**src/hw/rtl/lacp_pkg.sv**
```systemverilog
// Shared constants, types and the arcsine table for the lean angle block.
// No dependencies; every other file but lacp_ram takes names from here by scope.
package lacp_pkg;

    // Calibration and table geometry
    localparam int CAL_SAMPLES = 200;
    localparam int TABLE_BITS  = 10;
    localparam int TBL_LEN     = (1 << TABLE_BITS) + 1;
    localparam int TBL_AW      = $clog2(TBL_LEN);
    localparam int FILL_W      = $clog2(TBL_LEN + 1);
    localparam int TBL_W       = 21;
    localparam int FRAC_W      = 14;
    localparam int MAG_W       = 15;

    // Field widths
    localparam int CMD_W   = 2;
    localparam int QX_W    = 16;
    localparam int RAW_W   = 16;
    localparam int LEAN_W  = 17;
    localparam int PEAK_W  = 16;
    localparam int TALLY_W = 8;
    localparam int SUM_W   = 23;

    // Rounded mean by reciprocal: exact for dividends below 2^23
    localparam int REC_W     = 32;
    localparam int DIV_SHIFT = 31;
    localparam longint unsigned DIV_RECIP =
        ((64'd1 << DIV_SHIFT) + longint'(CAL_SAMPLES) - 1) / longint'(CAL_SAMPLES);

    localparam logic signed [QX_W-1:0] Q_ONE = 16'sd16384;

    // Queue between front and back
    localparam int Q_DEPTH = 4;
    localparam int Q_AW    = $clog2(Q_DEPTH);
    localparam int Q_CW    = $clog2(Q_DEPTH + 1);

    // Table generation
    localparam longint unsigned T_MAX  = 64'd1152000;
    localparam longint unsigned T_SPAN = 64'd2304000;
    localparam longint unsigned PI_Q40 = 64'd3454217652358;

    typedef enum logic [CMD_W-1:0] {
        CMD_SAMPLE = 2'd0,
        CMD_START  = 2'd1,
        CMD_CLEAR  = 2'd2
    } lacp_cmd_t;

    typedef struct packed {
        logic [CMD_W-1:0]        cmd;
        logic signed [RAW_W-1:0] raw;
    } lacp_item_t;

    typedef struct packed {
        logic [Q_CW-1:0] count;
        logic            not_empty;
    } lacp_qstat_t;

    typedef logic [TBL_W-1:0] asin_tbl_t [TBL_LEN];

    // Sine of t*pi/2304000 rad in Q30, nine truncated Taylor terms
    function automatic longint sine_q30(input longint unsigned t);
        longint unsigned theta;
        longint unsigned th2;
        longint unsigned term;
        longint          acc;
        theta = ((t * PI_Q40) / T_SPAN + 64'd512) >> 10;
        th2   = (theta * theta) >> 30;
        term  = theta;
        acc   = longint'(theta);
        // Each term is the previous one times theta^2 over (2k)(2k+1)
        term = ((term * th2) >> 30) / 64'd6;
        acc  = acc - longint'(term);
        term = ((term * th2) >> 30) / 64'd20;
        acc  = acc + longint'(term);
        term = ((term * th2) >> 30) / 64'd42;
        acc  = acc - longint'(term);
        term = ((term * th2) >> 30) / 64'd72;
        acc  = acc + longint'(term);
        term = ((term * th2) >> 30) / 64'd110;
        acc  = acc - longint'(term);
        term = ((term * th2) >> 30) / 64'd156;
        acc  = acc + longint'(term);
        term = ((term * th2) >> 30) / 64'd210;
        acc  = acc - longint'(term);
        term = ((term * th2) >> 30) / 64'd272;
        acc  = acc + longint'(term);
        return acc;
    endfunction

    // Largest angle whose sine does not exceed each table point
    function automatic asin_tbl_t build_asin_tbl();
        asin_tbl_t       tbl;
        longint          x;
        longint unsigned lo;
        longint unsigned hi;
        longint unsigned mid;
        for (int i = 0; i < TBL_LEN; i++)
        begin
            x  = longint'(i) << (30 - TABLE_BITS);
            lo = 0;
            hi = T_MAX;
            while (lo < hi)
            begin
                mid = lo + (hi - lo + 1) / 2;
                if (sine_q30(mid) <= x)
                begin
                    lo = mid;
                end
                else
                begin
                    hi = mid - 1;
                end
            end
            tbl[i] = TBL_W'(lo);
        end
        return tbl;
    endfunction

    localparam asin_tbl_t ASIN_TBL = build_asin_tbl();

endpackage

```
**src/hw/rtl/lacp_queue.sv**
```systemverilog
// Short FIFO between front and back; each side stalls on its own.
// Depends on lacp_pkg.
module lacp_queue (
    input  logic                  clk,
    input  logic                  rst_n,
    input  logic                  push,
    input  lacp_pkg::lacp_item_t  push_data,
    input  logic                  pop,
    output lacp_pkg::lacp_item_t  head,
    output lacp_pkg::lacp_qstat_t qstat
);

    lacp_pkg::lacp_item_t       mem [lacp_pkg::Q_DEPTH];
    logic [lacp_pkg::Q_AW-1:0]  wr_ptr_reg;
    logic [lacp_pkg::Q_AW-1:0]  rd_ptr_reg;
    logic [lacp_pkg::Q_CW-1:0]  count_reg;
    logic [lacp_pkg::Q_AW-1:0]  wr_ptr_next;
    logic [lacp_pkg::Q_AW-1:0]  rd_ptr_next;
    logic [lacp_pkg::Q_CW-1:0]  count_next;

    always_comb
    begin
        wr_ptr_next = wr_ptr_reg;
        rd_ptr_next = rd_ptr_reg;
        if (push)
        begin
            wr_ptr_next = (wr_ptr_reg == lacp_pkg::Q_AW'(lacp_pkg::Q_DEPTH - 1))
                          ? '0 : wr_ptr_reg + 1'b1;
        end
        if (pop)
        begin
            rd_ptr_next = (rd_ptr_reg == lacp_pkg::Q_AW'(lacp_pkg::Q_DEPTH - 1))
                          ? '0 : rd_ptr_reg + 1'b1;
        end
        count_next = count_reg + lacp_pkg::Q_CW'(push) - lacp_pkg::Q_CW'(pop);
    end

    always_ff @(posedge clk or negedge rst_n)
    begin
        if (!rst_n)
        begin
            wr_ptr_reg <= '0;
            rd_ptr_reg <= '0;
            count_reg  <= '0;
        end
        else
        begin
            wr_ptr_reg <= wr_ptr_next;
            rd_ptr_reg <= rd_ptr_next;
            count_reg  <= count_next;
        end
    end

    always_ff @(posedge clk)
    begin
        if (push)
        begin
            mem[wr_ptr_reg] <= push_data;
        end
    end

    assign head            = mem[rd_ptr_reg];
    assign qstat.count     = count_reg;
    assign qstat.not_empty = (count_reg != '0);

    a_no_overflow: assert property (@(posedge clk) disable iff (!rst_n)
        push |-> count_reg != lacp_pkg::Q_CW'(lacp_pkg::Q_DEPTH))
        else $error("queue written while full");

    a_no_underflow: assert property (@(posedge clk) disable iff (!rst_n)
        pop |-> count_reg != '0)
        else $error("queue read while empty");

    a_count_tracks: assert property (@(posedge clk) disable iff (!rst_n)
        push && !pop |=> count_reg == $past(count_reg) + 1'b1)
        else $error("queue count did not follow a lone write");

endmodule

```
**config.mk**
```make
export PLATFORM = sky130hd
export DESIGN_NAME = lacp_queue
export DESIGN_NICKNAME = d
export VERILOG_FILES = /design/src/hw/rtl/lacp_pkg.sv /design/src/hw/rtl/lacp_queue.sv
export SDC_FILE = /design/constraint.sdc
export NUM_CORES = 1
export LEC_CHECK = 0
export BUFFER_PORTS_ARGS = -buffer_cell sky130_fd_sc_hd__clkbuf_2
export CELL_PAD_IN_SITES_DETAIL_PLACEMENT = 1
export CELL_PAD_IN_SITES_GLOBAL_PLACEMENT = 2
export CORE_MARGIN = 10
export CORE_UTILIZATION = 43
export DETAILED_ROUTE_END_ITERATION = 8
export GPL_TIMING_DRIVEN = 0
export PLACE_DENSITY = 0.82
export SETUP_SLACK_MARGIN = 0.2
export SYNTH_ARGS = -nofsm -noshare
export SYNTH_HDL_FRONTEND = slang
export SYNTH_SLANG_ARGS = --single-unit
```
**constraint.sdc**
```tcl
create_clock -name clk -period 1.7 [get_ports clk]
set_input_delay 0.255 -clock clk [delete_from_list [all_inputs] [get_ports clk]]
set_output_delay 0.255 -clock clk [all_outputs]
set_load 0.01 [all_outputs]
```
==> results_dict.tcl <==
set metrics [dict create \
    result_of_the_run "complete, but fails checks" \
    violations_in_the_final_reports "negative setup slack" \
    numPlacedInstances 268 \
    grt_max_degree 19 \
    fin_ws_ps -172 \
    chipWidth_um 104 \
    first_global_vias 1675 \
    antenna_violations_before_repair 0 \
    io_buffer_count 43 \
    worstReg2RegEnd "count_reg[2]" \
    commonest_cells_after_routing_fill_and_taps_aside "edfxtp_1 (72), clkbuf_2 (41), mux4_2 (18), clkbuf_8 (9)" \
    ys_seq_area_share_pct 77.8 \
    fin_crit_sh_pct 110 \
    cts_tree "yes" \
    power-per-cell-area_mw_per_mm2 1680 \
    final_common_cell "edfxtp_1" \
    drc 0 \
    largest_register_ffs 72 \
    io-pin-count 44 \
    num_antenna_cells 0 \
    power.static_leakage_uw 0.00130 \
    wire_length_after_detailed_routing_um 6040 \
    crit_required_ps 1440 \
    ff_latch_count_synth 79 \
    min_period_ps 1870 \
    final_design_area_no_fill_mm2 0.00364 \
    slew_violations 0 \
    layout-drive-gt1-share_pct 51.3 \
    floorplan.rows 30 \
    routedWlPerCell_um 20.9 \
    r2r-start "count_reg[0]" \
    filler_cell_count 610 \
    r2r.worst_path.cells 8 \
    gp_congestion 0.684 \
    timing.hold.worst_endpoint "mem[1][5]" \
    hold-path-cell-count 1 \
    core_area_mm2 0.00679 \
    ant_nets 0 \
    critical_path_peak_fanout 10 \
    rsz0062_at_grt "yes" \
    hold_viol 0 \
    worst_setup_hold_path_clk_slew_ps 80 \
    timing.hold.worst.start "push_data[5]" \
    ctsHtreeMaxLevel 3 \
    total_power_uw 6120 \
    first_pass_grt_wire_length_um 9460 \
    seq_area_mm2 0.00234 \
    final-instance-count-excl-fill 289 \
    ir_worst_vdd_uv 633 \
    cp-end-kind "output pin" \
    num-nets-final 219 \
    setup_viol_count_final 18 \
    timing.critical_path.from_type "flop" \
    timing_worst_slew_pin_value_ps 504 \
    syn_area_per_cell_um2 23.3 \
    synth.net_count 159 \
    cts_max_path_bufs 2 \
    max_freq_ghz 0.534 \
    synthesis.area_mm2 0.00301 \
    cts_buf_count 9 \
    critical_path_arrival_ps 1620 \
    worst-r2r-setup-slack_ps 30 \
    dpl.hpwl_um 3980 \
    critical_path_class "reg -> out" \
    via_count 1430 \
    multi_input_comb_area_um2 654 \
    postSynthCellCount 129 \
    floorplan.die_area_mm2 0.0107 \
    synthToLayoutAreaGrowth_pct 21.2 \
    fp.dieH_um 104 \
    drt-pass1-iter-count 4 \
    ctsRootBufferMaster "clkbuf_8" \
    floorplan.initialDensity_pct 44.2 \
    post_synth_num_cell_types 17 \
    gr-total-overflow 0 \
    grt_util_all_layers_pct 11.5 \
    clk_latency_ps 340 \
    max_cap_viol_count 0 \
    hold_path.class "in -> reg" \
    clock-sinks 79 \
    place_area_mm2 0.00334 \
    ys_warn_count 0 \
    dr.first_iter.drc_count 45 \
    slew_headroom_pct 66.4 \
    skew_ps 4.10 \
    drt-vias-per-instance 4.95 \
]
[power breakdown]
| part | total (uW) | leakage (uW) | switching [uW] | internal (uW) |
|---|---|---|---|---|
| Clock | 1320 | 0.0000827 | 643 | 673 |
| Sequential | 2660 | 0.000742 | 140 | 2520 |
| Combinational | 2140 | 0.000479 | 1060 | 1080 |
[worst max path at each step]
stage | from | endpoint
2_1_floorplan | count_reg[0] | count_reg[2]
3_3_place_gp | wr_ptr_reg[0] | mem[0][2]
3_5_place_dp | wr_ptr_reg[1] | mem[1][9]
4_1_cts | rd_ptr_reg[0] | head[8]
5_1_grt | rd_ptr_reg[0] | head[15]
6_report | rd_ptr_reg[0] | head[8]
[timing repair]
item                                    in CTS  in global routing
hold buffers                                 1                  0
buffers inserted                             3                  2
endpoints found under the hold margin        7                  0
resized for setup                           19                  7
endpoints found under the setup margin      93                 21
cloned                                       0                  0
pin swaps                                    2                  3
[synthesized netlist by cell type (all sizes together)]
master,instances,area share [%]
or3,1,0.21
ha,7,2.9
nand2,1,0.12
inv,6,0.75
edfxtp,72,72
xnor2,2,0.58
mux2,2,0.75
dfrtp,7,5.8
o21ai,2,0.33
buf,4,1.2
and2,4,0.83
nor2,1,0.12
mux4,18,13
fa,1,0.67
or3b,1,0.29
[critical path, stage by stage (launching register included)]
cell and delay (ps):
dfrtp_2 430, buf_12 170, mux4_2 520, clkbuf_2 150
[kinds of logic after synthesis]
family | share of synthesized area, %
AOI/OAI and AO/OA | 0.333
DFF | 77.8
muxes | 14.2
and+or+nand+nor | 1.58
adders and majority gates | 3.58
xor gates and xnor gates | 0.583
buffers and inverters | 1.91
[through the flow]
stage / setup TNS, ps / hold slack [ps] / setup slack (ps) / utilization [%]
finish: -2670 / 130 / -172 / 53.6
floorplan: 0 / -40.6 / 87.0 / -
global placement: -3880 / 96.2 / -76.1 / 49.2
CTS: -3340 / 111 / -216 / 53.0
global route: -3820 / 115 / -233 / 53.6
detailed placement: -8440 / 104 / -157 / 49.2
[routing by layer]
metal  part of all wire (%)  vias up  global-route usage [%]  wire length (um)
met1                     41      748                    12.9              2460
met2                     55       33                    19.9              3310
li1                       -      640                       -                 -
met5                      0        -                       0                 0
met3                    3.2        9                    2.97               193
met4                    1.4        0                    5.44                83
[final cells by class]
cell class                 instances  share of cell area, %
buffer                             4                   1.72
clock buffer                      12                   3.71
clock inverter                     3                   1.24
inverter                           6                  0.618
multi-input combinational         40                   18.0
sequential                        79                   64.2
tap                               96                   3.30
timing repair buffer              49                   7.21
(Power assumes the default switching activity.)
